[src/hdl/fce_pkg.sv]
// Shared types and constants for the flux cell stream encoder.
// No dependencies; imported by every module of the block.
`timescale 1ns / 1ps
`default_nettype none

package fce_pkg;

    // record layout sizes in bytes
    localparam int HEADER_BYTES     = 4;
    localparam int INDEX_BODY_BYTES = 12;
    localparam int READ_BODY_BYTES  = 8;

    // file offset (mod 16) bookkeeping
    localparam logic [3:0] FOL_RESET      = 4'((HEADER_BYTES + READ_BODY_BYTES) % 16);
    localparam logic [3:0] FOL_INDEX_STEP = 4'((HEADER_BYTES + INDEX_BODY_BYTES) % 16);
    localparam logic [3:0] FOL_READ_STEP  = 4'((HEADER_BYTES + READ_BODY_BYTES) % 16);

    localparam logic [15:0] INTERVAL_RESET = 16'd32756;

    // cell length class boundaries
    localparam logic [23:0] LEN_ONE_MIN   = 24'h00000E;
    localparam logic [23:0] LEN_ONE_LIMIT = 24'h000100;
    localparam logic [23:0] LEN_TWO_LIMIT = 24'h000800;

    // cell classes
    localparam logic [1:0] CLS_ONE  = 2'd0;
    localparam logic [1:0] CLS_TWO  = 2'd1;
    localparam logic [1:0] CLS_LONG = 2'd2;

    // result kinds
    localparam logic [1:0] KIND_RUN   = 2'd0;
    localparam logic [1:0] KIND_INDEX = 2'd1;
    localparam logic [1:0] KIND_READ  = 2'd2;
    localparam logic [1:0] KIND_END   = 2'd3;

    // stream byte codes
    localparam logic [7:0] BYTE_PAD_8 = 8'h08;
    localparam logic [7:0] BYTE_PAD_9 = 8'h09;
    localparam logic [7:0] BYTE_PAD_A = 8'h0A;
    localparam logic [7:0] BYTE_OVL   = 8'h0B;
    localparam logic [7:0] BYTE_ESC   = 8'h0C;
    localparam logic [7:0] BYTE_EOS   = 8'h0D;
    localparam logic [7:0] EOS_RUN_LEN = 8'd7;

    typedef struct packed {
        logic [23:0] len;
        logic [1:0]  cls;
        logic        index_seen;
        logic        read_due;
        logic        eos;
    } cmd_t;

    typedef struct packed {
        logic valid;
        cmd_t cmd;
    } cmd_slot_t;

endpackage

`default_nettype wire

[src/hdl/fce_front.sv]
// Front end: accepts cell words, classifies the length and runs the read-record countdown.
// Depends on fce_pkg.
`timescale 1ns / 1ps
`default_nettype none

module fce_front
    import fce_pkg::*;
(
    input  wire logic        clk,
    input  wire logic        rst_n,
    input  wire logic        cfg_we,
    input  wire logic [15:0] cfg_wdata,
    input  wire logic        s_tvalid,
    output logic             s_tready,
    input  wire logic [23:0] s_tdata,   // cell_length
    input  wire logic        s_tuser,   // index_seen
    input  wire logic        s_tlast,   // end_of_stream
    input  wire logic        q_full,
    output cmd_slot_t        push
);

    logic [15:0] interval_reg;
    logic [15:0] countdown_reg;
    logic [15:0] countdown_next;
    logic [15:0] count_dec;
    logic        accept;
    logic [1:0]  cls;

    assign s_tready = !q_full;
    assign accept   = s_tvalid && !q_full;
    assign count_dec = countdown_reg - 16'd1;

    always_comb
    begin
        if (s_tdata >= LEN_ONE_MIN && s_tdata < LEN_ONE_LIMIT)
            cls = CLS_ONE;
        else if (s_tdata < LEN_TWO_LIMIT)
            cls = CLS_TWO;
        else
            cls = CLS_LONG;
    end

    always_comb
    begin
        countdown_next = countdown_reg;
        if (accept)
        begin
            // end of stream or a countdown reaching zero restarts the countdown from the register
            if (s_tlast || count_dec == 16'd0)
                countdown_next = interval_reg;
            else
                countdown_next = count_dec;
        end
    end

    always_comb
    begin
        push.valid          = accept;
        push.cmd.len        = s_tdata;
        push.cmd.cls        = cls;
        push.cmd.index_seen = s_tuser;
        push.cmd.read_due   = (count_dec == 16'd0);
        push.cmd.eos        = s_tlast;
    end

    always_ff @(posedge clk or negedge rst_n)
    begin
        if (!rst_n)
        begin
            interval_reg  <= INTERVAL_RESET;
            countdown_reg <= INTERVAL_RESET;
        end
        else
        begin
            if (cfg_we)
                interval_reg <= cfg_wdata;
            countdown_reg <= countdown_next;
        end
    end

endmodule

`default_nettype wire

[src/hdl/fce_queue.sv]
// Two-entry command queue between the front end and the byte sequencer.
// Depends on fce_pkg.
`timescale 1ns / 1ps
`default_nettype none

module fce_queue
    import fce_pkg::*;
(
    input  wire logic      clk,
    input  wire logic      rst_n,
    input  wire cmd_slot_t push,
    output logic           full,
    input  wire logic      pop,
    output cmd_slot_t      head
);

    localparam int DEPTH = 2;
    localparam int PTR_W = $clog2(DEPTH);
    localparam int CNT_W = $clog2(DEPTH + 1);

    cmd_t             entry_reg [DEPTH];
    logic [PTR_W-1:0] wr_ptr_reg;
    logic [PTR_W-1:0] rd_ptr_reg;
    logic [CNT_W-1:0] count_reg;
    logic             do_push;
    logic             do_pop;

    assign full     = (count_reg == CNT_W'(DEPTH));
    assign do_push  = push.valid && !full;
    assign do_pop   = pop && (count_reg != '0);
    assign head.valid = (count_reg != '0);
    assign head.cmd   = entry_reg[rd_ptr_reg];

    always_ff @(posedge clk)
    begin
        if (do_push)
            entry_reg[wr_ptr_reg] <= push.cmd;
    end

    always_ff @(posedge clk or negedge rst_n)
    begin
        if (!rst_n)
        begin
            wr_ptr_reg <= '0;
            rd_ptr_reg <= '0;
            count_reg  <= '0;
        end
        else
        begin
            if (do_push)
                wr_ptr_reg <= wr_ptr_reg + PTR_W'(1);
            if (do_pop)
                rd_ptr_reg <= rd_ptr_reg + PTR_W'(1);
            if (do_push && !do_pop)
                count_reg <= count_reg + CNT_W'(1);
            else if (do_pop && !do_push)
                count_reg <= count_reg - CNT_W'(1);
        end
    end

endmodule

`default_nettype wire

[src/hdl/fce_back.sv]
// Back end: sequences stream bytes, padding and records for each queued command.
// Holds stream position, file offset and clock sums; depends on fce_pkg.
`timescale 1ns / 1ps
`default_nettype none

module fce_back
    import fce_pkg::*;
(
    input  wire logic        clk,
    input  wire logic        rst_n,
    input  wire cmd_slot_t   head,
    output logic             pop,
    output logic             m_tvalid,
    input  wire logic        m_tready,
    output logic [79:0]      m_tdata,
    output logic [1:0]       m_tuser,
    output logic             m_tlast
);

    localparam logic [3:0] ST_IDLE = 4'd0;
    localparam logic [3:0] ST_OVL  = 4'd1;
    localparam logic [3:0] ST_ESC  = 4'd2;
    localparam logic [3:0] ST_HI   = 4'd3;
    localparam logic [3:0] ST_LO   = 4'd4;
    localparam logic [3:0] ST_IPAD = 4'd5;
    localparam logic [3:0] ST_IREC = 4'd6;
    localparam logic [3:0] ST_RPAD = 4'd7;
    localparam logic [3:0] ST_RREC = 4'd8;
    localparam logic [3:0] ST_END  = 4'd9;
    localparam logic [3:0] ST_EOS  = 4'd10;

    localparam logic [1:0] PH_START = 2'd0;
    localparam logic [1:0] PH_09    = 2'd1;
    localparam logic [1:0] PH_08    = 2'd2;

    logic [3:0]  state_reg, state_next;
    logic [1:0]  phase_reg, phase_next;
    cmd_t        cur_reg, cur_next;
    logic [31:0] pos_reg, pos_next;
    logic [3:0]  fol_reg, fol_next;
    logic [31:0] cell_sum_reg, cell_sum_next;
    logic [31:0] clk_total_reg, clk_total_next;

    logic        out_valid_reg;
    logic [1:0]  out_kind_reg;
    logic [7:0]  out_byte_reg;
    logic [7:0]  out_rep_reg;
    logic [31:0] out_pos_reg;
    logic [31:0] out_clk_reg;
    logic        out_last_reg;

    logic        emit;
    logic [1:0]  o_kind;
    logic [7:0]  o_byte;
    logic [7:0]  o_rep;
    logic [31:0] o_pos;
    logic [31:0] o_clk;
    logic        o_last;
    logic        out_free;

    logic [3:0]  after_bytes, after_index, after_read;
    logic [7:0]  pad_byte;
    logic [1:0]  pad_phase;
    logic [31:0] clk_sum;

    assign out_free = !out_valid_reg || m_tready;
    assign clk_sum  = clk_total_reg + {3'd0, cell_sum_reg[31:4], 1'b0};

    always_comb
    begin
        after_read  = cur_reg.eos ? ST_END : ST_IDLE;
        after_index = cur_reg.read_due ? ST_RPAD : after_read;
        after_bytes = cur_reg.index_seen ? ST_IPAD : after_index;
    end

    // padding walks 0A 09 08 groups, shortened near the 16-byte boundary
    always_comb
    begin
        unique case (phase_reg)
            PH_START:
            begin
                if (fol_reg == 4'hF)
                begin
                    pad_byte  = BYTE_PAD_8;
                    pad_phase = PH_START;
                end
                else if (fol_reg == 4'hE)
                begin
                    pad_byte  = BYTE_PAD_9;
                    pad_phase = PH_08;
                end
                else
                begin
                    pad_byte  = BYTE_PAD_A;
                    pad_phase = PH_09;
                end
            end
            PH_09:
            begin
                pad_byte  = BYTE_PAD_9;
                pad_phase = PH_08;
            end
            default:
            begin
                pad_byte  = BYTE_PAD_8;
                pad_phase = PH_START;
            end
        endcase
    end

    always_comb
    begin
        state_next     = state_reg;
        phase_next     = phase_reg;
        cur_next       = cur_reg;
        pos_next       = pos_reg;
        fol_next       = fol_reg;
        cell_sum_next  = cell_sum_reg;
        clk_total_next = clk_total_reg;
        pop            = 1'b0;
        emit           = 1'b0;
        o_kind         = KIND_RUN;
        o_byte         = 8'd0;
        o_rep          = 8'd1;
        o_pos          = 32'd0;
        o_clk          = 32'd0;
        o_last         = 1'b0;

        unique case (state_reg) inside
            ST_IDLE:
            begin
                if (head.valid)
                begin
                    pop           = 1'b1;
                    cur_next      = head.cmd;
                    cell_sum_next = cell_sum_reg + {8'd0, head.cmd.len};
                    if (head.cmd.cls == CLS_ONE)
                        state_next = ST_LO;
                    else if (head.cmd.cls == CLS_TWO)
                        state_next = ST_HI;
                    else if (head.cmd.len[23:16] != 8'd0)
                        state_next = ST_OVL;
                    else
                        state_next = ST_ESC;
                end
            end
            ST_OVL:
            begin
                if (out_free)
                begin
                    emit       = 1'b1;
                    o_byte     = BYTE_OVL;
                    o_rep      = cur_reg.len[23:16];
                    pos_next   = pos_reg + {24'd0, cur_reg.len[23:16]};
                    fol_next   = fol_reg + cur_reg.len[19:16];
                    state_next = ST_ESC;
                end
            end
            ST_ESC:
            begin
                if (out_free)
                begin
                    emit       = 1'b1;
                    o_byte     = BYTE_ESC;
                    pos_next   = pos_reg + 32'd1;
                    fol_next   = fol_reg + 4'd1;
                    state_next = ST_HI;
                end
            end
            ST_HI:
            begin
                if (out_free)
                begin
                    emit       = 1'b1;
                    o_byte     = cur_reg.len[15:8];
                    pos_next   = pos_reg + 32'd1;
                    fol_next   = fol_reg + 4'd1;
                    state_next = ST_LO;
                end
            end
            ST_LO:
            begin
                if (out_free)
                begin
                    emit       = 1'b1;
                    o_byte     = cur_reg.len[7:0];
                    o_last     = !cur_reg.index_seen && !cur_reg.read_due && !cur_reg.eos;
                    pos_next   = pos_reg + 32'd1;
                    fol_next   = fol_reg + 4'd1;
                    state_next = after_bytes;
                end
            end
            ST_IPAD, ST_RPAD:
            begin
                if (phase_reg == PH_START && fol_reg == 4'd0)
                    state_next = (state_reg == ST_IPAD) ? ST_IREC : ST_RREC;
                else if (out_free)
                begin
                    emit       = 1'b1;
                    o_byte     = pad_byte;
                    phase_next = pad_phase;
                    pos_next   = pos_reg + 32'd1;
                    fol_next   = fol_reg + 4'd1;
                end
            end
            ST_IREC:
            begin
                if (out_free)
                begin
                    emit           = 1'b1;
                    o_kind         = KIND_INDEX;
                    o_pos          = pos_reg;
                    o_clk          = clk_sum;
                    o_last         = !cur_reg.read_due && !cur_reg.eos;
                    clk_total_next = clk_sum;
                    cell_sum_next  = 32'd0;
                    fol_next       = fol_reg + FOL_INDEX_STEP;
                    state_next     = after_index;
                end
            end
            ST_RREC:
            begin
                if (out_free)
                begin
                    emit       = 1'b1;
                    o_kind     = KIND_READ;
                    o_pos      = pos_reg;
                    o_last     = !cur_reg.eos;
                    fol_next   = fol_reg + FOL_READ_STEP;
                    state_next = after_read;
                end
            end
            ST_END:
            begin
                if (out_free)
                begin
                    emit       = 1'b1;
                    o_kind     = KIND_END;
                    o_pos      = pos_reg;
                    state_next = ST_EOS;
                end
            end
            ST_EOS:
            begin
                if (out_free)
                begin
                    emit           = 1'b1;
                    o_byte         = BYTE_EOS;
                    o_rep          = EOS_RUN_LEN;
                    o_last         = 1'b1;
                    // new stream starts from scratch
                    pos_next       = 32'd0;
                    fol_next       = FOL_RESET;
                    cell_sum_next  = 32'd0;
                    clk_total_next = 32'd0;
                    state_next     = ST_IDLE;
                end
            end
            default:
            begin
                state_next = ST_IDLE;
            end
        endcase
    end

    always_ff @(posedge clk or negedge rst_n)
    begin
        if (!rst_n)
        begin
            state_reg     <= ST_IDLE;
            phase_reg     <= PH_START;
            pos_reg       <= 32'd0;
            fol_reg       <= FOL_RESET;
            cell_sum_reg  <= 32'd0;
            clk_total_reg <= 32'd0;
            out_valid_reg <= 1'b0;
        end
        else
        begin
            state_reg     <= state_next;
            phase_reg     <= phase_next;
            pos_reg       <= pos_next;
            fol_reg       <= fol_next;
            cell_sum_reg  <= cell_sum_next;
            clk_total_reg <= clk_total_next;
            if (emit)
                out_valid_reg <= 1'b1;
            else if (m_tready)
                out_valid_reg <= 1'b0;
        end
    end

    always_ff @(posedge clk)
    begin
        cur_reg <= cur_next;
        if (emit)
        begin
            out_kind_reg <= o_kind;
            out_byte_reg <= o_byte;
            out_rep_reg  <= o_rep;
            out_pos_reg  <= o_pos;
            out_clk_reg  <= o_clk;
            out_last_reg <= o_last;
        end
    end

    assign m_tvalid = out_valid_reg;
    assign m_tdata  = {out_clk_reg, out_pos_reg, out_rep_reg, out_byte_reg};
    assign m_tuser  = out_kind_reg;
    assign m_tlast  = out_last_reg;

endmodule

`default_nettype wire

[src/hdl/flux_cell_stream_encoder.sv]
// Path: a cell word is written into the queue, fetched into the sequencer, and each output word
// is registered before it is shown. The sequencer fetches each cell from the queue in its idle
// state, then emits the cell's words in order, holding while the receiver stalls, with a padding
// check state ahead of each index or stream-read record. A two-entry queue lets input run ahead.
// Reset: rst_n is asynchronous, active low; it clears position, sums and queue count, sets offset 12, loads 32756.
`timescale 1ns / 1ps
`default_nettype none

module flux_cell_stream_encoder
    import fce_pkg::*;
(
    input  wire logic        clk,
    input  wire logic        rst_n,
    input  wire logic        cfg_we,
    input  wire logic [15:0] cfg_wdata,   // read_record_interval
    input  wire logic        s_tvalid,
    output logic             s_tready,
    input  wire logic [23:0] s_tdata,     // cell_length
    input  wire logic        s_tuser,     // index_seen
    input  wire logic        s_tlast,     // end_of_stream
    output logic             m_tvalid,
    input  wire logic        m_tready,
    output logic [79:0]      m_tdata,     // byte_value, repeat_count, stream_position, sample_clock
    output logic [1:0]       m_tuser,     // kind
    output logic             m_tlast      // last_of_item
);

    cmd_slot_t push;
    cmd_slot_t head;
    logic      q_full;
    logic      pop;

    fce_front u_front (
        .clk      (clk),
        .rst_n    (rst_n),
        .cfg_we   (cfg_we),
        .cfg_wdata(cfg_wdata),
        .s_tvalid (s_tvalid),
        .s_tready (s_tready),
        .s_tdata  (s_tdata),
        .s_tuser  (s_tuser),
        .s_tlast  (s_tlast),
        .q_full   (q_full),
        .push     (push)
    );

    fce_queue u_queue (
        .clk  (clk),
        .rst_n(rst_n),
        .push (push),
        .full (q_full),
        .pop  (pop),
        .head (head)
    );

    fce_back u_back (
        .clk     (clk),
        .rst_n   (rst_n),
        .head    (head),
        .pop     (pop),
        .m_tvalid(m_tvalid),
        .m_tready(m_tready),
        .m_tdata (m_tdata),
        .m_tuser (m_tuser),
        .m_tlast (m_tlast)
    );

endmodule

`default_nettype wire

[config.mk]
export PLATFORM = sky130hd
export DESIGN_NAME = flux_cell_stream_encoder
export DESIGN_NICKNAME = d
export VERILOG_FILES = /design/src/hdl/fce_pkg.sv /design/src/hdl/fce_front.sv /design/src/hdl/fce_queue.sv /design/src/hdl/fce_back.sv /design/src/hdl/flux_cell_stream_encoder.sv
export SDC_FILE = /design/constraint.sdc
export NUM_CORES = 1
export LEC_CHECK = 0
export ABC_AREA = 1
export BUFFER_PORTS_ARGS = -buffer_cell sky130_fd_sc_hd__buf_2
export CORE_MARGIN = 4
export CORE_UTILIZATION = 60
export CTS_BUF_LIST = sky130_fd_sc_hd__clkbuf_8
export DETAILED_ROUTE_END_ITERATION = 10
export MAX_ROUTING_LAYER = met4
export PLACE_DENSITY = 0.8
export SLEW_MARGIN = 20
export SYNTH_ARGS = -nofsm -noshare
export SYNTH_HDL_FRONTEND = slang
export SYNTH_SLANG_ARGS = --single-unit
[constraint.sdc]
create_clock -name clk -period 7.1 [get_ports clk]
set_input_delay 0.355 -clock clk [delete_from_list [all_inputs] [get_ports clk]]
set_output_delay 0.355 -clock clk [all_outputs]
set_load 0.02 [all_outputs]
**After elaboration in Yosys (flattened, before gate mapping)**

Memory sizes are Yosys's and may differ from the RTL's.
Cells that the tools add are included.

- Div/mod/pow operators: 0
- Shifts and indexed selects: 0
- Magnitude comparators: 3
- Mux-type cells: 72
- Reduce and logical (&&, ||, !) cells: 46
- Bitwise logic cells: 1
- Multiply operators: 0
- Eq/ne operators: 27
- Add/subtract/negate cells: 12

Operator list:

| kind | number |
|---|---|
| $mux 32 | 6 |
| $pmux 32 s2 | 2 |
| $pmux 32 s4 | 1 |
| $mux 4 | 24 |
| $pmux 8 s6 | 1 |
| $mux 8 | 5 |
| $pmux 4 s10 | 1 |
| $add 32x1->32 const B | 1 |
| $add 32x24->32 | 1 |
| $add 32x29->32 | 1 |
| $add 32x8->32 | 1 |
| $pmux 8 s2 | 2 |
| $ge 24x4->1 const B | 1 |
| $lt 24x12->1 const B | 1 |
| $lt 24x9->1 const B | 1 |
| $mux 2 | 11 |
| $eq 4x4->1 const B | 5 |
| $ne 2x1->1 const B | 10 |
| $pmux 4 s5 | 1 |
| $eq 4x3->1 const B | 4 |
| $logic_not 16->1 | 1 |
| $mux 16 | 1 |
| $sub 16x1->16 const B | 1 |
| $mux 1 | 12 |
| 34 further kinds | 66 |

- Memory bits (writable): 58
- Bits in latches: 0
- Bits in registers: 253
- Word-level logic and storage cells: 184
- Memories: 1
- Bits in read-only memories: 0
- Input bits: 47

Memory list:

| name | words | bits a word | read ports | clocked after Yosys merged registers in | write ports | RTL line | RTL |
|---|---|---|---|---|---|---|---|
| u_queue.entry_reg | 2 | 29 | 1 | 0 | 1 | fce_queue.sv:21 | `cmd_t entry_reg [DEPTH];` |

**Depth between registers and ports, before layout**

Gate-level depths: netlist of run 1.

- Depth in word-level cells: 8
- Gate-level depth with buffers: 20
- Mapped depth without buffers: 20

**Cells and area by module**

A second synthesis of run 1 with hierarchy kept.

- Cell total of the unflattened synthesis: 1999
- Area total of the unflattened synthesis: 17123.9 um2

Modules (own cells, without submodules):

| module | cells an instance | times used | area each (um2) |
|---|---|---|---|
| fce_back | 1480 | 1 | 12390.6 |
| fce_front | 336 | 1 | 2392.3 |
| fce_queue | 183 | 1 | 2341.0 |

**Worst setup path before layout of run 1**

No wires, ideal clock.

- Path type: reg2reg
- Start point: reg u_back.fol_reg[2]
- End point: reg u_back.out_last_reg, in the netlist u_back.m_tlast (enable)
- Clock period less this slack: 5079 ps
- Buffers on the path: 0
- Cell stages (with the launch flop): 10
- Setup slack: 2021 ps
- Arrival time: 4557 ps
- Library setup time: 523 ps
- Cell sequence: dfstp_2 > inv_1 > ha_1 > nand3_1 > nor2_1 > inv_1 > nand2_1 > inv_1 > nor4_1 > nor2_1

- Longest elaborated chain between the ends: 4

Ends and longest elaborated chain:

| what | RTL line | RTL |
|---|---|---|
| from (decl) | fce_back.sv:40 | `logic [3:0] fol_reg, fol_next;` |
| from (signal assigned) | fce_back.sv:283 | `fol_reg <= fol_next;` |
| $logic_not 4->1 | fce_back.sv:195 | `if (phase_reg == PH_START && fol_reg == 4'd0)` |
| $logic_and 1x1->1 | fce_back.sv:195 |  |
| $mux 1 | fce_back.sv:195 |  |
| $pmux 1 s2 | fce_back.sv:129 | `unique case (state_reg) inside` |
| named net u_back.emit | fce_back.sv:52 | `logic emit;` |
| to (signal assigned) | fce_back.sv:303 | `out_last_reg <= o_last;` |
| to (decl) | fce_back.sv:50 | `logic out_last_reg;` |

The timed path passes the listed nets, and every way through them passes these cells.
A chain may end at the register's enable or synchronous reset.

==> flow_summary_export.csv, run 1 <==
group,metric,value,unit
cts,insertion_delay,590,ps
die,io_pins,132,
setup_path,cp-start-kind,"flip-flop",
finish,largest_reg_flops,58,
finish,drive_gt1_frac,0.133,
placement,place_congestion,0.987,
die,die_area,30800,um2
die,core,27700,um2
cts,ctsHoldBuffers,37,
yosys,syn_nets,2090,
setup_path,critPathBufInv,3,
routing,vias,14100,
routing,detail_route.iter0.violations,1072,
finish,final_cells,2583,
setup_path,critical_path_depth,16,
setup_path,worst_path_dominant_cell_family,"simple AND/OR/NAND/NOR gates",
setup_path,cp_data_required_time,7540,ps
yosys,synth_edf_count,167,
sta,rsz0062_at_grt,"false",
cts,clockBufferDepth,3,
setup_path,path_cells,"clkinv_1 > or2_2 > o21ai_0 > inv_1 > ha_1 > nand2_1 > nor2_1 > inv_1 > nor3_1 > nand3_1 > nand3_1 > a21boi_0 > nor2_1 > nand3_1 > nand2_1 > nor2_1",
cts,path_clk_slew,60,ps
run,drv_cap,0,
routing,postRouteAntennaNets,0,
setup_path,worst_path_largest_cell_delay,930,ps
yosys,synth-main-ff-cell,"edfxtp_1",
routing,first_pass_iters,6,
finish,diodes,0,
power_and_ir_drop,leakagePower,9.18,nW
cts,post_cts_buffers,0,
yosys,ys_warn_count,0,
placement,port-buffer-count,130,
sta,skew,39.0,ps
finish,multiInputGateArea,7130,um2
routing,wl_per_cell,16.4,um
global_route,grt_pass1_wl,69500,um
finish,layout.nets,2278,
power_and_ir_drop,ir_drop,0.333,mV
routing,viasPerCell,5.46,
cts,cts_made_buffers,50,
yosys,synth.distinct_cells,57,
sta,setup_viol,0,
yosys,yosysSeqAreaShare,0.511,
routing,drc,0,
global_route,grt_max_degree,74,
global_route,grt_util_all_layers,0.284,
yosys,syn_area,16800,um2
die,rows,61,
sta,hold_viol,0,
sta,final.setup.tns,0,ps
setup_path,crit_path_end_kind,"flip-flop",
global_route,grt_overflow,0,
setup_path,path_class,"reg2reg",
setup_path,reg2reg_depth,16,
yosys,ys_seq_elements,309,
sta,max_slew_margin,0.244,
cts,cts_tree,"yes",
cts,cts_resized,0,
min_path,hold_depth,3,
cts,cts.sinks,309,
finish,seq_area,8600,um2
sta,final.min_clock_period,4380,ps
sta,fmax,228,MHz
placement,hpwl,30600,um
setup_path,worst_path_max_delay_cell,"dfrtp_1",
cts,cts-htree-levels,2,
global_route,antenna_found_initial,0,
finish,final.fill_count,2203,
die,die_x,175,um
sta,period_share,0.617,
global_route,grt_pass1_vias,13800,
die,fp.dieH,175,um
yosys,synth_cells,1975,
power_and_ir_drop,power.density,520,nW/um2
die,initial_core_util,0.607,
yosys,synth.avg_cell_area,8.52,um2
yosys,synthArstFlopShare,0.460,
routing,drt-total-wl,42500,um
setup_path,cp_data_arrival_time,4820,ps
outcome,status,"complete, no violations",
sta,slew_violations,0,
setup_path,crit_path_max_fanout,30,
cts,clock-root-buffer,"clkbuf_8",
placement,dp_cells,2451,
finish,syn_to_final_growth,14.4,%
min_path,hold_class,"in2reg",
sta,worstMarginPinSlew,1130,ps
worst min-delay path, cell delays in order:
cell and delay [ps]:
buf_2 80, nand2_1 50, o21ai_0 70
report_power, final:
| group | switching (W) | internal, W |
|---|---|---|
| combinational | 0.00352 | 0.00161 |
| sequential | 0.000472 | 0.00285 |
| clock | 0.000707 | 0.000857 |
logic make-up (layout without fill, tap and decap cells):
kind of cell | Yosys count | count (layout) | synth area share
compound gates | 282 | 282 | 0.0930
xor+xnor | 45 | 45 | 0.0239
fa+ha+maj | 68 | 68 | 0.0514
buf+inv | 285 | 515 | 0.0665
flops | 309 | 309 | 0.511
mux | 3 | 3 | 0.00178
other cells | 1 | 1 | 0.000223
simple gates | 982 | 982 | 0.252
final cells by class:
type / count / area share
inverter: 246 / 0.0480
tap: 378 / 0.0246
timing repair buffer: 175 / 0.0566
clock inverter: 36 / 0.0122
multi-input combinational: 1381 / 0.370
clock buffer: 58 / 0.0415
sequential: 309 / 0.447
cell usage after synthesis, drive strengths merged (3+ instances only):
cell type | number | area share
or2 | 12 | 0.0045
o22ai | 9 | 0.0033
dfrtp | 116 | 0.17
clkinv | 3 | 0.00067
and3 | 3 | 0.0011
o21ai | 121 | 0.036
nor3b | 4 | 0.0021
a31oi | 15 | 0.0056
nor4 | 15 | 0.0056
o21a | 3 | 0.0013
nand2 | 530 | 0.12
nand4 | 28 | 0.010
dfstp | 26 | 0.041
clkbuf | 24 | 0.0054
mux2i | 3 | 0.0018
ha | 66 | 0.049
o21bai | 8 | 0.0042
xor2 | 29 | 0.016
xnor2 | 16 | 0.0083
inv | 243 | 0.054
nor3 | 37 | 0.012
a21o | 6 | 0.0027
o31ai | 5 | 0.0022
a21oi | 98 | 0.029
edfxtp | 167 | 0.30
nand3 | 132 | 0.043
buf | 15 | 0.0062
nor2 | 219 | 0.051
o211ai | 3 | 0.0013
a21boi | 4 | 0.0018
layer usage:
layer / global-route usage / vias up / wire, um / part of all wire
met3: 0.0379 / 83 / 2430 / 0.057
met4: 0.0770 / 0 / 1080 / 0.025
met2: 0.467 / 461 / 20300 / 0.48
li1: - / 6949 / - / -
met5: - / - / 0 / 0
met1: 0.376 / 6617 / 18600 / 0.44
final timing paths:
path,startpoint,end,slack (ps)
min,cfg_wdata[2],u_front.interval_reg[2]$_DFFE_PN1P_,30
min in group asynchronous,rst_n,u_back.clk_total_reg[26]$_DFFE_PN0P_,330
min reg2reg,u_front.countdown_reg[14]$_DFFE_PN1P_,u_front.countdown_reg[14]$_DFFE_PN1P_,480
max reg2reg,u_queue.rd_ptr_reg$_DFFE_PN0P_,u_back.cell_sum_reg[31]$_DFFE_PN0P_,2720
max in group asynchronous,rst_n,u_back.state_reg[2]$_DFFE_PN0P_,5350
max,u_queue.rd_ptr_reg$_DFFE_PN0P_,u_back.cell_sum_reg[31]$_DFFE_PN0P_,2720
stage by stage:
step	utilization	power (W)	setup WS, ps	hold slack (ps)	instance area [um2]
after CTS	0.694	0.0100	2730	0.673	19200
final	0.695	0.0100	2720	30.5	19200
after floorplan	-	0.00704	2020	59.4	16800
after detailed placement	0.644	0.00838	2710	411	17800
after global routing	0.695	0.0108	2150	11.1	19200
after global placement	0.644	0.00825	2880	405	17800
placed cells by master, fill, tap and decap left out, types with 33 or more instances in the layout:
| cell type | count |
|---|---|
| a21oi_1 | 97 |
| nor3_1 | 33 |
| dfrtp_1 | 116 |
| nor2_1 | 208 |
| ha_1 | 66 |
| o21ai_0 | 115 |
| inv_1 | 249 |
| buf_2 | 129 |
| edfxtp_1 | 167 |
| nand2_1 | 513 |
| dlygate4sd3_1 | 38 |
| clkbuf_8 | 58 |
| nand3_1 | 126 |
Power figures use the tool's default switching activity.
==> run 2, diff against run 1 <==
--- a/config.mk
+++ b/config.mk
@@ -8,11 +8,11 @@
 export ABC_AREA = 1
 export BUFFER_PORTS_ARGS = -buffer_cell sky130_fd_sc_hd__buf_2
 export CORE_MARGIN = 4
-export CORE_UTILIZATION = 60
+export CORE_UTILIZATION = 57
 export CTS_BUF_LIST = sky130_fd_sc_hd__clkbuf_8
 export DETAILED_ROUTE_END_ITERATION = 10
 export MAX_ROUTING_LAYER = met4
-export PLACE_DENSITY = 0.8
+export PLACE_DENSITY = 0.79
 export SLEW_MARGIN = 20
 export SYNTH_ARGS = -nofsm -noshare
 export SYNTH_HDL_FRONTEND = slang
==> constraint.sdc (replaced) <==
create_clock -name clk -period 3.8 [get_ports clk]
set_input_delay 0.19 -clock clk [delete_from_list [all_inputs] [get_ports clk]]
set_output_delay 0.19 -clock clk [all_outputs]
set_load 0.02 [all_outputs]
==> run 2 against run 1 <==
Sequential share of layout area is 0.46 points lower. Hold slack better by 8.6 ps. Critical path depth unchanged. Largest cell class unchanged. Count of clock-buffer cells in the layout stayed put. Wire length rose by 1.7%.
==> flow_summary_export.csv, run 2 (synthesis results as in run 1) <==
group,metric,value,unit
cts,cts-htree-levels,2,
cts,cts_tree,"yes",
sta,hold_viol,0,
global_route,antenna_found_initial,1,
finish,final_common_cell,"nand2_1",
sta,setup_viol,0,
cts,cts_made_buffers,51,
setup_path,crit_path_end_kind,"flip-flop",
sta,fmax,303,MHz
cts,cts.sinks,309,
min_path,hold_class,"in2reg",
cts,clock-root-buffer,"clkbuf_8",
setup_path,crit_path_max_fanout,15,
placement,port-buffer-count,130,
global_route,grt_pass1_wl,71800,um
die,core,28900,um2
global_route,grt_max_degree,78,
global_route,grt_overflow,0,
global_route,grt_util_all_layers,0.276,
sta,rsz0062_at_grt,"false",
sta,worstMarginPinSlew,1030,ps
setup_path,cp_data_required_time,4280,ps
routing,viasPerCell,5.44,
finish,drive_gt1_frac,0.138,
setup_path,path_class,"reg2reg",
finish,layout.nets,2297,
routing,postRouteAntennaNets,0,
die,die_area,32300,um2
sta,slew_violations,0,
setup_path,cp-start-kind,"flip-flop",
routing,drt-total-wl,43200,um
finish,largest_reg_flops,58,
routing,vias,14200,
power_and_ir_drop,ir_drop,0.608,mV
sta,period_share,0.869,
cts,post_cts_buffers,0,
run,drv_cap,0,
routing,wl_per_cell,16.6,um
cts,insertion_delay,590,ps
die,io_pins,132,
outcome,status,"complete, no violations",
sta,max_slew_margin,0.309,
die,rows,62,
placement,hpwl,31900,um
die,fp.dieH,180,um
finish,syn_to_final_growth,15.5,%
cts,ctsHoldBuffers,43,
sta,final.min_clock_period,3300,ps
sta,timing.hold.ws,39.0,ps
die,die_x,180,um
power_and_ir_drop,leakagePower,9.31,nW
global_route,grt_pass1_vias,14300,
sta,fin_ws,499,ps
placement,dp_slack,530,ps
routing,first_pass_iters,7,
routing,detail_route.iter0.violations,967,
die,initial_core_util,0.582,
cts,path_clk_slew,60,ps
power_and_ir_drop,power.density,976,nW/um2
cts,clockBufferDepth,3,
routing,drc,0,
cts,cts_resized,0,
placement,place_congestion,0.989,
setup_path,cp_data_arrival_time,3790,ps
finish,layout_common_cells,"nand2_1, inv_1, nor2_1",
sta,final.setup.tns,0,ps
sta,skew,23.7,ps
run 2: cell count changes in the layout (fill, tap and decap cells not counted), sizes merged:
cell / change
buf: +13
bufinv: +1
clkinv: -5
clkinvlp: -1
diode: +1
dlygate4sd3: +5
inv: +7
run 2: where the power goes:
group	internal [W]	leakage, nW	switching (W)
clock network	0.00167	0.621	0.00134
registers	0.00533	3.32	0.000835
logic	0.00313	5.37	0.00667
run 2: worst max-delay path, cell delays in order, from the launching register on:
cell,delay (ps)
dfrtp_1,370
clkinv_1,330
buf_4,320
nand2_1,70
nand2_1,60
ha_1,220
fa_1,400
nand2_1,100
nand2_1,60
o21ai_0,180
o21ai_0,300
nand3_1,140
nand3_1,130
nand2_1,80
o21ai_0,150
and3_1,190
nor3_1,120
run 2: per-layer routing:
layer | part of all wire | wire length, um | global-route usage | vias to the layer above
met5 | 0 | 0 | - | -
met1 | 0.44 | 18900 | 0.359 | 6680
met2 | 0.47 | 20500 | 0.449 | 444
li1 | - | - | - | 6994
met3 | 0.060 | 2580 | 0.0410 | 84
met4 | 0.029 | 1250 | 0.0884 | 0
run 2: metrics by stage:
| step | utilization | instance area (um2) | std cells | power (W) |
|---|---|---|---|---|
| floorplan | - | 16800 | 1975 | 0.0131 |
| detailed placement | 0.620 | 17900 | 2470 | 0.0159 |
| finish | 0.672 | 19400 | 2610 | 0.0190 |
| global route | 0.672 | 19400 | 2610 | 0.0205 |
| CTS | 0.672 | 19400 | 2609 | 0.0190 |
| global placement | 0.620 | 17900 | 2470 | 0.0156 |
run 2: layout make-up:
| class | instances | area (um2) |
|---|---|---|
| Timing Repair Buffer | 193 | 1250 |
| Clock buffer | 58 | 798 |
| Multi-Input combinational cell | 1381 | 7130 |
| Clock inverter | 38 | 264 |
| Tap cell | 384 | 480 |
| Antenna cell | 1 | 2.50 |
| Inverter | 246 | 923 |
| Sequential cell | 309 | 8600 |
| Fill cell | 2384 | 9490 |
run 2: worst paths after layout:
kind | startpoint | end | slack, ps | cells after the start
worst max-delay path | u_queue.rd_ptr_reg$_DFFE_PN0P_ | u_back.cell_sum_reg[26]$_DFFE_PN0P_ | 500 | 16
worst min-delay path | cfg_we | u_front.interval_reg[7]$_DFFE_PN1P_ | 40 | 3
worst max register to register | u_queue.rd_ptr_reg$_DFFE_PN0P_ | u_back.cell_sum_reg[26]$_DFFE_PN0P_ | 500 | 16
worst min register to register | u_queue.count_reg[0]$_DFFE_PN0P_ | u_queue.count_reg[0]$_DFFE_PN0P_ | 470 | 1
max in group asynchronous | rst_n | u_back.fol_reg[2]$_DFFE_PN1P_ | 2570 | 3
min in group asynchronous | rst_n | u_front.interval_reg[0]$_DFFE_PN0P_ | 210 | 2
==> run 3, diff against run 2 <==
--- a/config.mk
+++ b/config.mk
@@ -13,6 +13,7 @@
 export DETAILED_ROUTE_END_ITERATION = 10
 export MAX_ROUTING_LAYER = met4
 export PLACE_DENSITY = 0.79
+export RECOVER_POWER = 100
 export SLEW_MARGIN = 20
 export SYNTH_ARGS = -nofsm -noshare
 export SYNTH_HDL_FRONTEND = slang
==> run 3 against run 2 <==
The flow now finishes with violations (max-capacitance violations, max-slew violations). Die area stayed put. Count of clock-buffer cells in the layout is the same. Wire length rose by 0.14%. Clock skew rose by 4.8 ps. Sequential share of layout area increased by 0.56 points. Via count down 0.35%. Worst setup slack worse by 190 ps. Total power decreased by 1.1%. Critical path type unchanged. Critical endpoint is now u_queue.count_reg[1]$_DFFE_PN0P_. Largest power group unchanged. Highest routed layer unchanged.
==> flow_summary_export.csv, run 3 (synthesis results as in run 1) <==
group,metric,value,unit
global_route,antenna_found_initial,1,
routing,drc,0,
die,rows,62,
sta,timing.hold.ws,35.5,ps
placement,place_congestion,0.989,
routing,vias,14200,
placement,hpwl,31900,um
routing,postRouteAntennaNets,0,
routing,first_pass_iters,5,
outcome,status,"finished, violations left",
die,io_pins,132,
sta,skew,28.5,ps
die,die_x,180,um
die,die_area,32300,um2
cts,cts.sinks,309,
sta,max_slew_margin,-0.291,
global_route,grt_overflow,0,
cts,insertion_delay,590,ps
sta,period_share,0.918,
run,drv_cap,2,
placement,place_area,17900,um2
setup_path,cp_data_required_time,4250,ps
die,fp.dieH,180,um
sta,final.setup.tns,0,ps
power_and_ir_drop,power.density,977,nW/um2
routing,viasPerCell,5.42,
outcome,violations,"max-capacitance violations, max-slew violations",
finish,syn_to_final_growth,14.1,%
sta,fmax,287,MHz
cts,clockBufferDepth,3,
cts,clock-root-buffer,"clkbuf_8",
setup_path,cp-start-kind,"flip-flop",
routing,wl_per_cell,16.6,um
finish,drive_gt1_frac,0.0787,
finish,final_cell_area,19200,um2
sta,worstMarginPinSlew,1940,ps
setup_path,crit_path_end_kind,"flip-flop",
sta,hold_viol,0,
cts,cts_made_buffers,51,
finish,largest_reg_flops,58,
die,initial_core_util,0.582,
cts,cts_tree,"yes",
routing,drt-total-wl,43300,um
global_route,grt_pass1_wl,71800,um
die,core,28900,um2
cts,cts-htree-levels,2,
finish,final_common_cell,"nand2_1",
setup_path,crit_path_max_fanout,11,
sta,setup_viol,0,
min_path,hold_class,"in2reg",
finish,layout_common_cells,"nand2_1, inv_1, nor2_1",
sta,final.min_clock_period,3490,ps
global_route,grt_util_all_layers,0.276,
cts,post_cts_buffers,0,
cts,path_clk_slew,70,ps
placement,port-buffer-count,130,
sta,slew_violations,108,
power_and_ir_drop,ir_drop,0.609,mV
setup_path,cp_data_arrival_time,3940,ps
sta,rsz0062_at_grt,"false",
global_route,grt_max_degree,78,
global_route,grt_pass1_vias,14300,
power_and_ir_drop,leakagePower,8.95,nW
setup_path,path_class,"reg2reg",
finish,layout.nets,2297,
routing,detail_route.iter0.violations,1010,
-- run 3: worst max-delay path: stages (launching register included) --
cell	delay (ps)
dfrtp_1	410
inv_1	120
nand2_1	140
inv_1	100
nand2_1	60
clkbuf_1	560
nand2_1	400
inv_2	180
o21ai_1	90
a21oi_1	230
nand2_2	270
ha_1	400
a21oi_1	110
o21ai_0	110
xor2_1	150
-- run 3: final cells by class --
type	count	area [um2]
Clock buffer	58	798
Timing Repair Buffer	193	1060
Antenna cell	1	2.50
Tap cell	384	480
Multi-Input combinational cell	1381	7070
Fill cell	2458	9730
Inverter	246	923
Clock inverter	38	264
Sequential cell	309	8600
-- run 3: final timing paths --
check,start,end,slack (ps),depth (start not counted)
worst max register to register,u_back.state_reg[0]$_DFFE_PN0P_,u_queue.count_reg[1]$_DFFE_PN0P_,310,14
worst max-delay path,u_back.state_reg[0]$_DFFE_PN0P_,u_queue.count_reg[1]$_DFFE_PN0P_,310,14
max in group asynchronous,rst_n,u_back.pos_reg[24]$_DFFE_PN0P_,1240,3
min in group asynchronous,rst_n,u_front.interval_reg[0]$_DFFE_PN0P_,660,2
worst min-delay path,cfg_we,u_front.interval_reg[7]$_DFFE_PN1P_,40,3
worst min register to register,u_queue.count_reg[0]$_DFFE_PN0P_,u_queue.count_reg[0]$_DFFE_PN0P_,470,1
-- run 3: where the power goes --
part	internal, W	leakage (nW)	switching (W)
combinational	0.00292	5.01	0.00662
clock	0.00167	0.621	0.00136
sequential	0.00535	3.32	0.000847
-- run 3: metrics by stage --
step	power, W	std cells	setup slack [ps]	util
after CTS	0.0190	2609	499	0.672
after detailed placement	0.0159	2470	530	0.620
after floorplan	0.0131	1975	104	-
final	0.0188	2610	310	0.664
after global placement	0.0156	2470	651	0.620
after global routing	0.0203	2610	90.9	0.664
-- run 3: layer usage --
layer | up-vias | track usage | part of all wire
met5 | - | - | 0
met1 | 6646 | 0.359 | 0.44
met4 | 0 | 0.0884 | 0.028
met3 | 77 | 0.0410 | 0.061
li1 | 6993 | - | -
met2 | 437 | 0.449 | 0.47
-- run 3: repair_timing --
action | 4_1_cts | 5_1_grt
resized for setup | 0 | 0
hold endpoints to repair | 123 | 0
hold buffers | 43 | 0
